==> config.mk <==
export PLATFORM = sky130hd
export DESIGN_NAME = free_list_slot_allocator
export DESIGN_NICKNAME = d
export VERILOG_FILES = /design/src/fla_pkg.sv /design/src/free_list_slot_allocator.sv /design/src/fla_ram.sv /design/src/fla_datapath.sv /design/src/fla_ctrl.sv
export SDC_FILE = /design/constraint.sdc
export NUM_CORES = 2
export LEC_CHECK = 0
export ABC_AREA = 1
export BUFFER_PORTS_ARGS = -buffer_cell sky130_fd_sc_hd__buf_4
export CELL_PAD_IN_SITES_DETAIL_PLACEMENT = 1
export CELL_PAD_IN_SITES_GLOBAL_PLACEMENT = 2
export CORE_MARGIN = 2
export CORE_UTILIZATION = 44
export CTS_CLUSTER_SIZE = 24
export DETAILED_ROUTE_END_ITERATION = 10
export PLACE_DENSITY = 0.81
export SYNTH_ARGS = -nofsm -noshare
export SYNTH_HDL_FRONTEND = slang
export SYNTH_SLANG_ARGS = --single-unit
==> constraint.sdc <==
create_clock -name clock -period 9.4 [get_ports clock]
set_input_delay 0.47 -clock clock [delete_from_list [all_inputs] [get_ports clock]]
set_output_delay 0.47 -clock clock [all_outputs]
set_load 0.03 [all_outputs]
==> src/fla_pkg.sv <==
// ----------------------------------------------------------------------------
// fla_pkg: free list allocator shared definitions
// Slot geometry, link encoding, action and status codes, and the
// controller-to-datapath command and status bundles.
// ----------------------------------------------------------------------------
package fla_pkg;

   localparam int SLOTS   = 256;
   localparam int IDX_W   = $clog2(SLOTS);
   localparam int LINK_W  = IDX_W + 1;
   localparam int COUNT_W = IDX_W + 1;

   // Null link is the value SLOTS, so its top bit marks it.
   localparam logic [LINK_W-1:0]  NULL_LINK = LINK_W'(SLOTS);
   localparam logic [COUNT_W-1:0] MAX_COUNT = COUNT_W'(SLOTS);

   localparam logic ACT_ALLOC = 1'b0;
   localparam logic ACT_FREE  = 1'b1;

   localparam logic [1:0] ST_OK    = 2'd0;
   localparam logic [1:0] ST_EMPTY = 2'd1;
   localparam logic [1:0] ST_RANGE = 2'd2;

   localparam int REQ_TDATA_W = 8;
   localparam int RSP_TDATA_W = 16;

   typedef struct packed {
      logic push;   // free: link slot in at head, load result
      logic fail;   // allocate on empty list: load failure result
      logic pop;    // allocate: follow link of head, load result
   } fla_cmd_type;

   typedef struct packed {
      logic head_null;
   } fla_stat_type;

endpackage

==> src/free_list_slot_allocator.sv <==
// A free or a failed allocate shows its result in the cycle after accept;
// a successful allocate first waits in S_LOOK for the registered read of
// the link RAM. Throughput: one free or failed allocate per cycle while the
// result is not stalled; S_LOOK holds off new requests during that read.
// Reset (synchronous, active high) and any slot_count write rebuild the list
// at once: per-slot valid bits clear, so no clearing pass is needed.
// ----------------------------------------------------------------------------
// free_list_slot_allocator: linked free list of fixed-size slots
// Allocate pops the head slot, free pushes a slot onto the head.
// ----------------------------------------------------------------------------
module free_list_slot_allocator import fla_pkg::*; (
   input  logic                   clock,
   input  logic                   reset,
   input  logic                   csr_we,
   input  logic [COUNT_W-1:0]     csr_wdata,   // slot_count
   input  logic                   req_tvalid,
   output logic                   req_tready,
   input  logic [REQ_TDATA_W-1:0] req_tdata,   // [7:0] slot_index
   input  logic                   req_tuser,   // [0] action
   output logic                   rsp_tvalid,
   input  logic                   rsp_tready,
   output logic [RSP_TDATA_W-1:0] rsp_tdata,   // [7:0] granted_slot, [8] pool_empty
   output logic [1:0]             rsp_tuser    // [1:0] status
);

   fla_cmd_type      cmd;
   fla_stat_type     stat;
   logic [IDX_W-1:0] granted_slot;
   logic             pool_empty;

   fla_ctrl u_ctrl (
      .clock      (clock),
      .reset      (reset),
      .req_tvalid (req_tvalid),
      .req_tready (req_tready),
      .req_action (req_tuser),
      .rsp_tvalid (rsp_tvalid),
      .rsp_tready (rsp_tready),
      .stat       (stat),
      .cmd        (cmd)
   );

   fla_datapath u_datapath (
      .clock        (clock),
      .reset        (reset),
      .csr_we       (csr_we),
      .csr_wdata    (csr_wdata),
      .slot_index   (req_tdata[IDX_W-1:0]),
      .cmd          (cmd),
      .stat         (stat),
      .granted_slot (granted_slot),
      .status       (rsp_tuser),
      .pool_empty   (pool_empty)
   );

   assign rsp_tdata = {{(RSP_TDATA_W-IDX_W-1){1'b0}}, pool_empty, granted_slot};

endmodule

==> src/fla_ram.sv <==
// ----------------------------------------------------------------------------
// fla_ram: generic single-write, single-read RAM
// One write port and one read port; read data is registered.
// ----------------------------------------------------------------------------
module fla_ram #(
   parameter int DATA_W = 9,
   parameter int DEPTH  = 256
) (
   input  logic                     clock,
   input  logic                     wr_en,
   input  logic [$clog2(DEPTH)-1:0] wr_addr,
   input  logic [DATA_W-1:0]        wr_data,
   input  logic [$clog2(DEPTH)-1:0] rd_addr,
   output logic [DATA_W-1:0]        rd_data
);

   logic [DATA_W-1:0] mem [DEPTH];
   logic [DATA_W-1:0] rd_data_ff;

   always_ff @(posedge clock) begin
      if (wr_en) begin
         mem[wr_addr] <= wr_data;
      end
      rd_data_ff <= mem[rd_addr];
   end

   assign rd_data = rd_data_ff;

endmodule

==> src/fla_datapath.sv <==
// ----------------------------------------------------------------------------
// fla_datapath: free list head, link store and result register
// Links never written since the last rebuild read as the ascending
// default, tracked by one valid bit per slot.
// ----------------------------------------------------------------------------
module fla_datapath import fla_pkg::*; (
   input  logic                clock,
   input  logic                reset,
   input  logic                csr_we,
   input  logic [COUNT_W-1:0]  csr_wdata,
   input  logic [IDX_W-1:0]    slot_index,
   input  fla_cmd_type         cmd,
   output fla_stat_type        stat,
   output logic [IDX_W-1:0]    granted_slot,
   output logic [1:0]          status,
   output logic                pool_empty
);

   logic [COUNT_W-1:0] count_ff, count_in;
   logic [LINK_W-1:0]  head_ff, head_in;
   logic [SLOTS-1:0]   valid_ff, valid_in;
   logic [IDX_W-1:0]   granted_ff, granted_in;
   logic [1:0]         status_ff, status_in;
   logic               empty_ff, empty_in;

   logic [COUNT_W-1:0] eff_count;
   logic               in_range;
   logic               ram_we;
   logic [LINK_W-1:0]  ram_q;
   logic [LINK_W-1:0]  head_inc;
   logic [LINK_W-1:0]  link_dflt;
   logic [LINK_W-1:0]  link;

   assign eff_count = (csr_wdata > MAX_COUNT) ? MAX_COUNT : csr_wdata;
   assign in_range  = {1'b0, slot_index} < count_ff;
   assign ram_we    = cmd.push && in_range;

   fla_ram #(
      .DATA_W (LINK_W),
      .DEPTH  (SLOTS)
   ) u_link_ram (
      .clock   (clock),
      .wr_en   (ram_we),
      .wr_addr (slot_index),
      .wr_data (head_ff),
      .rd_addr (head_ff[IDX_W-1:0]),
      .rd_data (ram_q)
   );

   // Default link after a rebuild: next slot up, null at the end of the pool.
   assign head_inc  = {1'b0, head_ff[IDX_W-1:0]} + LINK_W'(1);
   assign link_dflt = (head_inc < count_ff) ? head_inc : NULL_LINK;
   assign link      = valid_ff[head_ff[IDX_W-1:0]] ? ram_q : link_dflt;

   always_comb begin
      count_in   = count_ff;
      head_in    = head_ff;
      valid_in   = valid_ff;
      granted_in = granted_ff;
      status_in  = status_ff;
      empty_in   = empty_ff;
      if (csr_we) begin
         count_in = eff_count;
         head_in  = (eff_count != '0) ? '0 : NULL_LINK;
         valid_in = '0;
      end else if (cmd.push) begin
         granted_in = '0;
         if (in_range) begin
            head_in              = {1'b0, slot_index};
            valid_in[slot_index] = 1'b1;
            status_in            = ST_OK;
            empty_in             = 1'b0;
         end else begin
            status_in = ST_RANGE;
            empty_in  = head_ff[IDX_W];
         end
      end else if (cmd.fail) begin
         granted_in = '0;
         status_in  = ST_EMPTY;
         empty_in   = 1'b1;
      end else if (cmd.pop) begin
         head_in    = link;
         granted_in = head_ff[IDX_W-1:0];
         status_in  = ST_OK;
         empty_in   = link[IDX_W];
      end
   end

   always_ff @(posedge clock) begin
      if (reset) begin
         count_ff <= MAX_COUNT;
         head_ff  <= '0;
         valid_ff <= '0;
      end else begin
         count_ff <= count_in;
         head_ff  <= head_in;
         valid_ff <= valid_in;
      end
      granted_ff <= granted_in;
      status_ff  <= status_in;
      empty_ff   <= empty_in;
   end

   assign stat.head_null = head_ff[IDX_W];
   assign granted_slot   = granted_ff;
   assign status         = status_ff;
   assign pool_empty     = empty_ff;

endmodule

==> src/fla_ctrl.sv <==
// ----------------------------------------------------------------------------
// fla_ctrl: request sequencer
// Accepts one item at a time, waits in S_LOOK for the link read on a
// successful allocate, and owns the result valid flag.
// ----------------------------------------------------------------------------
module fla_ctrl import fla_pkg::*; (
   input  logic          clock,
   input  logic          reset,
   input  logic          req_tvalid,
   output logic          req_tready,
   input  logic          req_action,
   output logic          rsp_tvalid,
   input  logic          rsp_tready,
   input  fla_stat_type  stat,
   output fla_cmd_type   cmd
);

   localparam logic S_IDLE = 1'b0;
   localparam logic S_LOOK = 1'b1;

   logic state_ff, state_in;
   logic rsp_valid_ff, rsp_valid_in;
   logic accept;
   logic load;

   assign req_tready = !reset && (state_ff == S_IDLE) && (!rsp_valid_ff || rsp_tready);
   assign accept     = req_tvalid && req_tready;

   always_comb begin
      state_in = state_ff;
      cmd      = '0;
      case (state_ff)
         S_IDLE: begin
            if (accept) begin
               if (req_action == ACT_FREE) begin
                  cmd.push = 1'b1;
               end else if (stat.head_null) begin
                  cmd.fail = 1'b1;
               end else begin
                  state_in = S_LOOK;
               end
            end
         end
         S_LOOK: begin
            cmd.pop  = 1'b1;
            state_in = S_IDLE;
         end
         default: begin
            state_in = S_IDLE;
         end
      endcase
   end

   assign load         = cmd.push || cmd.fail || cmd.pop;
   assign rsp_valid_in = load || (rsp_valid_ff && !rsp_tready);

   always_ff @(posedge clock) begin
      if (reset) begin
         state_ff     <= S_IDLE;
         rsp_valid_ff <= 1'b0;
      end else begin
         state_ff     <= state_in;
         rsp_valid_ff <= rsp_valid_in;
      end
   end

   assign rsp_tvalid = rsp_valid_ff;

endmodule

==> Word-level counts from Yosys, hierarchy flattened <==
Memory sizes are Yosys's and may differ from the RTL's. A register that Yosys moved wholly into a read port is not among the register bits.
Cells that the tools add are included.
{ "word_totals": {"ff_bits": 287, "ram_bits": 2304, "inputBits": 23, "out_inout_bits": 20, "n_memories": 1} }
{ "memory_table": {"columns": ["name", "words", "word_bits", "rd", "rd_ports_with_merged_regs", "write_ports", "line", "text"], "rows": [
  ["u_datapath.u_link_ram.mem", 256, 9, 1, 1, 1, "fla_ram.sv:17", "logic [DATA_W-1:0] mem [DEPTH];"]
]} }
{ "classes": {"n_addsub": 1, "magnitude_cmp": 6, "n_eq_ne": 2, "mux": 34, "bitwise": 3, "reduce_logical": 21} }
{ "op_table": {"columns": ["operator", "n"], "rows": [
  ["$or A256 B256 Y256", 1],
  ["$mux W9", 9],
  ["$lt A8 B9 Y1 const B", 2],
  ["$mux W1", 15],
  ["$mux W2", 6],
  ["$add A8 B1 Y9 const B", 1],
  ["$gt A9 B9 Y1 const B", 1],
  ["$lt A8 B9 Y1", 1],
  ["$lt A9 B9 Y1", 1],
  ["$reduce_bool A9 Y1", 1],
  ["$bmux W1 S8", 1],
  ["$demux W1 S8", 1],
  ["$ge A8 B1 Y1 const B", 1],
  ["$mux W8", 1],
  ["$logic_and A1 B1 Y1", 6],
  ["$ne A3 B2 Y1 const B", 2],
  ["$reduce_bool A3 Y1", 2],
  ["$logic_or A1 B1 Y1", 4],
  ["$reduce_and A2 Y1", 2],
  ["$reduce_or A2 Y1", 2],
  ["$logic_not A1 Y1", 3],
  ["$reduce_and A3 Y1", 1],
  ["$not A1 Y1", 2],
  ["$pmux W1 S2", 1]
]} }

==> Depth between registers and ports, before layout <==
{ "depth": {"depth_word": 9, "mapped_depth": 20, "ltp_nobuf": 17} }

==> Modules after synthesis <==
From an unflattened synthesis, not the netlist that was laid out.
{ "hier_totals": {"cells_unflattened": 9708, "hier_area_um2": 106928.8} }
{ "by_module_without_submodules": {"columns": ["module", "n_inst", "cells_each", "area_per_inst_um2", "seq_area_each_um2"], "rows": [
  ["fla_ram", 1, 7826, 93519.7, 69366.5],
  ["fla_datapath", 1, 1853, 13210.2, 5815.6],
  ["fla_ctrl", 1, 20, 135.1, 40.0],
  ["free_list_slot_allocator", 1, 9, 63.8, 0.0]
]} }

==> Worst setup path before layout <==
No wires, ideal clock.
{ "synth_timing": {"path_kind": "reg2reg", "startpoint": "register u_datapath.head_ff[2]", "endpoint": "register u_datapath.empty_ff (netlist: u_datapath.pool_empty), data pin", "setup_time_ps": 279, "t_arrival_ps": 6346, "required_time_ps": 9121, "slack_ps": 2774, "stages_incl_launch_ff": 20, "path_buffers": 3, "path_cell_list": "dfxtp_1 buf_2 inv_1 buf_4 buf_2 nor2_1 nand3_1 nor2_1 nand2_1 xor2_1 inv_1 ha_1 nand2_1 nor2_1 o211ai_2 o2111ai_2 nor2_1 nand3_1 nand3_1 nand3_1"} }
{ "synth_between": {"elab_chain_len": 7} }
{ "synth_lines": {"columns": ["element", "line", "text"], "rows": [
  ["start, declared", "fla_datapath.sv:20", "logic [LINK_W-1:0] head_ff, head_in;"],
  ["start signal, assigned", "fla_datapath.sv:96", "head_ff <= head_in;"],
  ["$add A8 B1 Y9", "fla_datapath.sv:51", "assign head_inc = {1'b0, head_ff[IDX_W-1:0]} + LINK_W'(1);"],
  ["$lt A9 B9 Y1", "fla_datapath.sv:52", "assign link_dflt = (head_inc < count_ff) ? head_inc : NULL_LINK;"],
  ["$mux W9", "fla_datapath.sv:52", null],
  ["$mux W9 *", "fla_datapath.sv:53", "assign link = valid_ff[head_ff[IDX_W-1:0]] ? ram_q : link_dflt;"],
  ["$mux W1 *", "fla_datapath.sv:81", "end else if (cmd.pop) begin"],
  ["$mux W1 *", "fla_datapath.sv:77", "end else if (cmd.fail) begin"],
  ["$mux W1 *", "fla_datapath.sv:66", "end else if (cmd.push) begin"],
  ["end signal, assigned", "fla_datapath.sv:101", "empty_ff <= empty_in;"],
  ["end, declared", "fla_datapath.sv:24", "logic empty_ff, empty_in;"]
]} }
Mark *: on every way between the ends. The rest lies on a longest branch, timed or not. The select of a mux whose other input is x is not followed.
A chain may end at the register's enable or synchronous reset.

==> Worst setup path after layout <==
{ "layout_timing": {"startpoint": "register u_datapath.head_ff[0]", "endpoint": "register u_datapath.head_ff[7]"} }
{ "layout_between": {"elab_chain_len": 8} }
{ "layout_lines": {"columns": ["element", "line", "text"], "rows": [
  ["$add A8 B1 Y9", "fla_datapath.sv:51", null],
  ["$lt A9 B9 Y1", "fla_datapath.sv:52", null],
  ["$mux W9", "fla_datapath.sv:52", null],
  ["$mux W9 *", "fla_datapath.sv:53", null],
  ["$mux W9 *", "fla_datapath.sv:81", null],
  ["$mux W9 *", "fla_datapath.sv:77", null],
  ["$mux W9 *", "fla_datapath.sv:66", null],
  ["$mux W9 *", "fla_datapath.sv:62", "if (csr_we) begin"]
]} }
Marked as above.

==> key figures <==
Routing
  – Initial DRC Count: between 7000 and 8000
  – DRC: 0
  – First-pass iteration count of the detailed router: 5
  – Post-route ant nets: 0
  – WL final: ~320000 um
  – WL/cell: about 27 um
  – Via count: between 70000 and 80000
  – Vias per cell: roughly 5.9

STA
  – Final min period: ~5200 ps
  – Period Utilization, post-route: around 55%
  – Setup TNS: 0 ps
  – # setup viols final: 0
  – Clock Skew: 53.6 ps
  – Relative slew slack: 13.6%
  – Slew @ Worst Pin: roughly 1300 ps
  – Fmax: approximately 190 MHz
  – Slew Limit Fails: 0
  – Final hold violation count: 0
  – Fin worst setup slack: 4210 ps
  – RSZ-0062 raised after global routing: no

Logic synthesis
  – Simple-Gate Fraction of Synth Area: 12.9%
  – Largest family of logic cells by synthesized area: simple AND/OR/NAND/NOR gates
  – Post-synthesis cell count: roughly 8800
  – Synth Area in Compound Gates: 11.2%
  – Post-synth top flop: edfxtp_1
  – Sequential share of the synthesized area: 72.2%
  – Netlist cell types: 52
  – Mux contribution to synthesized area: less than 1%
  – Warnings, synthesis: 0
  – XOR/XNOR Fraction of Synth Area: 0.0420%
  – Post-Syn Area: 104000 um2
  – #FFs+latches synth: between 2000 and 3000
  – Async set-reset flop share out of synthesis: 0%
  – EDFF count, synth: about 2300
  – Mean Syn Cell Area: between 10 and 15 um2
  – Area share of fa/ha/maj cells after synthesis: 0.192%

Clock network
  – Clock slew at reported path FFs: 60 ps
  – Post-CTS sizing: 0
  – Clk Latency, worst-skew pair: 950 ps
  – Clock Tree Root: clkbuf_16
  – CTS tree: done
  – Clock Sinks: 2600
  – Post-CTS Setup Repair Bufs: 0
  – Num CTS Buffers: ~290
  – Clk buf depth: 4
  – Hold_buf cts: 28
  – H-tree levels: 5

Run
  – Max cap viols: 0

Placement
  – Port Buffers: 35
  – Post-Place Setup Slack: 4630 ps
  – Post-DP HPWL: 176000 um
  – RePlAce Congestion: 0.797

Setup path
  – Worst reg-to-reg setup slack: 4210 ps
  – Critical path depth in cells: 18
  – Startpoint types: flop
  – Worst Setup Path Type: reg2reg
  – Crit path arrival time: 6070 ps
  – CP cell instances: buf_4 > buf_12 > buf_4 > nor2_1 > nor2_1 > o21ai_0 > nand3_1 > nand3_1 > nand3_1 > nand3_1 > nand3_1 > nand3_2 > nand2_2 > nand2_1 > nand3_1 > nand2_1 > a21oi_1 > dlygate4sd3_1
  – Critical Path Most Common Cell: nand3_1
  – Crit path largest cell delay: a little under 800 ps
  – FF-to-FF path depth: 18
  – Reg-to-Reg End: u_datapath.head_ff[7]$_SDFFE_PP0P_
  – Worst Setup SP: u_datapath.head_ff[0]$_SDFFE_PP0P_
  – Crit path max-delay family: buffers and inverters
  – End of the critical path: u_datapath.head_ff[7]$_SDFFE_PP0P_
  – Worst path slowest cell: buf_4
  – Critical Path End Type: flop
  – Critical path fanouts, max: 150
  – FF-to-FF Start: u_datapath.head_ff[0]$_SDFFE_PP0P_
  – CP Buf/Inv Count: 4
  – Data required, critical path: roughly 10000 ps

Finish
  – FF/Latch Area: between 70000 and 80000 um2
  – Layout area overhead: 11.3%
  – Final nets: approximately 8700
  – Area of the multi-input gates: 25400 um2
  – Commonest non-fill, non-tap cell in the layout: edfxtp_1
  – Layout cell share with drive strength beyond 1: just under 8%
  – Fill count: 24205
  – Commonest non-fill, non-tap cells in the layout: 2315 x edfxtp_1, 2092 x nor2_1, 1301 x o21ai_0, 599 x nand2_1, 558 x o22ai_1

Global route
  – First-pass GRT wire length: approximately 470000 um
  – Vias in the first global route: 71868
  – Total GRT Usage: 26.0%
  – Largest net degree at the start of global routing: about 200
  – Grt total ovfl: 0
  – Initial antenna violation count: 11

Floorplan
  – Core area: roughly 240000 um2
  – Die area: 241000 um2
  – Chip height: between 400 and 500 um
  – Width of the die: roughly 490 um
  – Initial Utilization: 44.3%
  – # IOs: 43
  – Row cnt: between 150 and 200

Power and ir drop
  – PD cells: roughly 230 nW/um2
  – Static Leak: around 38 nW
  – VDD IR max: ~0.00022 V

Status
  – Status: finished, final reports clean

Hold path
  – Hold crit path type: in2reg
==> cells in the mapped netlist (16+ instances only) <==
library cell	number	area (um2)
nand3_1	434	2170
nor2_1	2092	7850
buf_1	62	233
a21oi_1	74	370
o211ai_1	41	308
o21ai_0	1301	6510
ha_1	16	200
nand2_1	599	2250
buf_6	18	203
o21ai_1	19	95.1
o22ai_1	558	3490
buf_4	37	278
dfxtp_1	285	5710
buf_2	203	1020
o221ai_1	67	587
or2_2	19	119
inv_1	178	668
nor2_4	40	450
nor2_2	52	325
edfxtp_1	2315	69500
clkbuf_1	312	1170
==> layer usage <==
metal / share of wire, % / vias up / GRT usage [%] / wire length (um)
li1: - / 31357 / - / -
met2: 46 / 2547 / 41.0 / 149000
met1: 43 / 36532 / 36.8 / 138000
met3: 7.5 / 527 / 4.29 / 24000
met5: 0.0056 / - / 0 / 18
met4: 3.1 / 2 / 8.49 / 9950
==> power breakdown <==
part,internal (mW),total [mW],leakage [nW],switching [mW]
combinational,0.663,2.77,10.0,2.11
sequential,12.7,12.8,23.5,0.0776
clock,6.40,10.9,4.39,4.54
==> sequential cells by signal, summed over array words and instances (netlist names) <==
signal                         cells
u_ctrl.state_ff                    1
u_datapath.valid_ff              256
u_datapath.head_ff                 9
u_datapath.status                  2
u_datapath.pool_empty              1
u_datapath.granted_slot            8
u_ctrl.rsp_tvalid                  1
u_datapath.u_link_ram.mem       2304
u_datapath.count_ff                9
u_datapath.u_link_ram.rd_data      9
==> worst min-delay path, cell delays in order <==
cell and delay [ps]:
buf_4 140, nor2_1 160, nor2_1 100, nand2_1 70, a21oi_1 60
==> cell families after synthesis <==
group	count (synthesis)
AO/OA/AOI/OAI	2101
XOR/XNOR	5
adder cells (fa/ha/maj)	16
buffers and inverters	818
flip-flops	2600
multiplexers	2
other	1
AND/OR/NAND/NOR	3263
==> through the flow <==
step / total power, mW / util (%) / hold slack [ps] / cell area, um2 / instances
2_1_floorplan: 14.7 / - / 432 / 104000 / 8812
3_5_place_dp: 15.7 / 45.3 / 451 / 107000 / 11476
3_3_place_gp: 15.7 / 45.3 / 442 / 107000 / 11476
6_report: 26.5 / 49.3 / 132 / 116000 / 12017
4_1_cts: 26.6 / 49.3 / 56.7 / 116000 / 12015
5_1_grt: 27.3 / 49.3 / 177 / 116000 / 12016
==> worst min-delay path by stage <==
stage                                           from                                    end  slack [ps]  cells past startpoint
6_report                                req_tdata[5]     u_datapath.head_ff[5]$_SDFFE_PP0P_         130                      5
5_1_grt                                   req_tvalid     u_datapath.status[1]$_SDFFCE_PN0P_         180                      5
4_1_cts                                 req_tdata[5]     u_datapath.head_ff[5]$_SDFFE_PP0P_          60                      5
3_5_place_dp     u_datapath.valid_ff[8]$_SDFFE_PP0P_    u_datapath.valid_ff[8]$_SDFFE_PP0P_         450                      2
3_3_place_gp   u_datapath.valid_ff[148]$_SDFFE_PP0P_  u_datapath.valid_ff[148]$_SDFFE_PP0P_         440                      2
2_1_floorplan  u_datapath.valid_ff[108]$_SDFFE_PP0P_  u_datapath.valid_ff[108]$_SDFFE_PP0P_         430                      2
==> final cells by class <==
| cell class | instances | area share, % |
|---|---|---|
| flip-flops and latches | 2600 | 64.9 |
| multi-input cells | 5394 | 21.9 |
| clock buffers | 425 | 7.15 |
| well taps | 3150 | 3.40 |
| repair buffers | 174 | 1.43 |
| inverters | 186 | 0.644 |
| clock inverters | 86 | 0.608 |
| diodes | 2 | 0.00431 |
(Power assumes the default switching activity.)
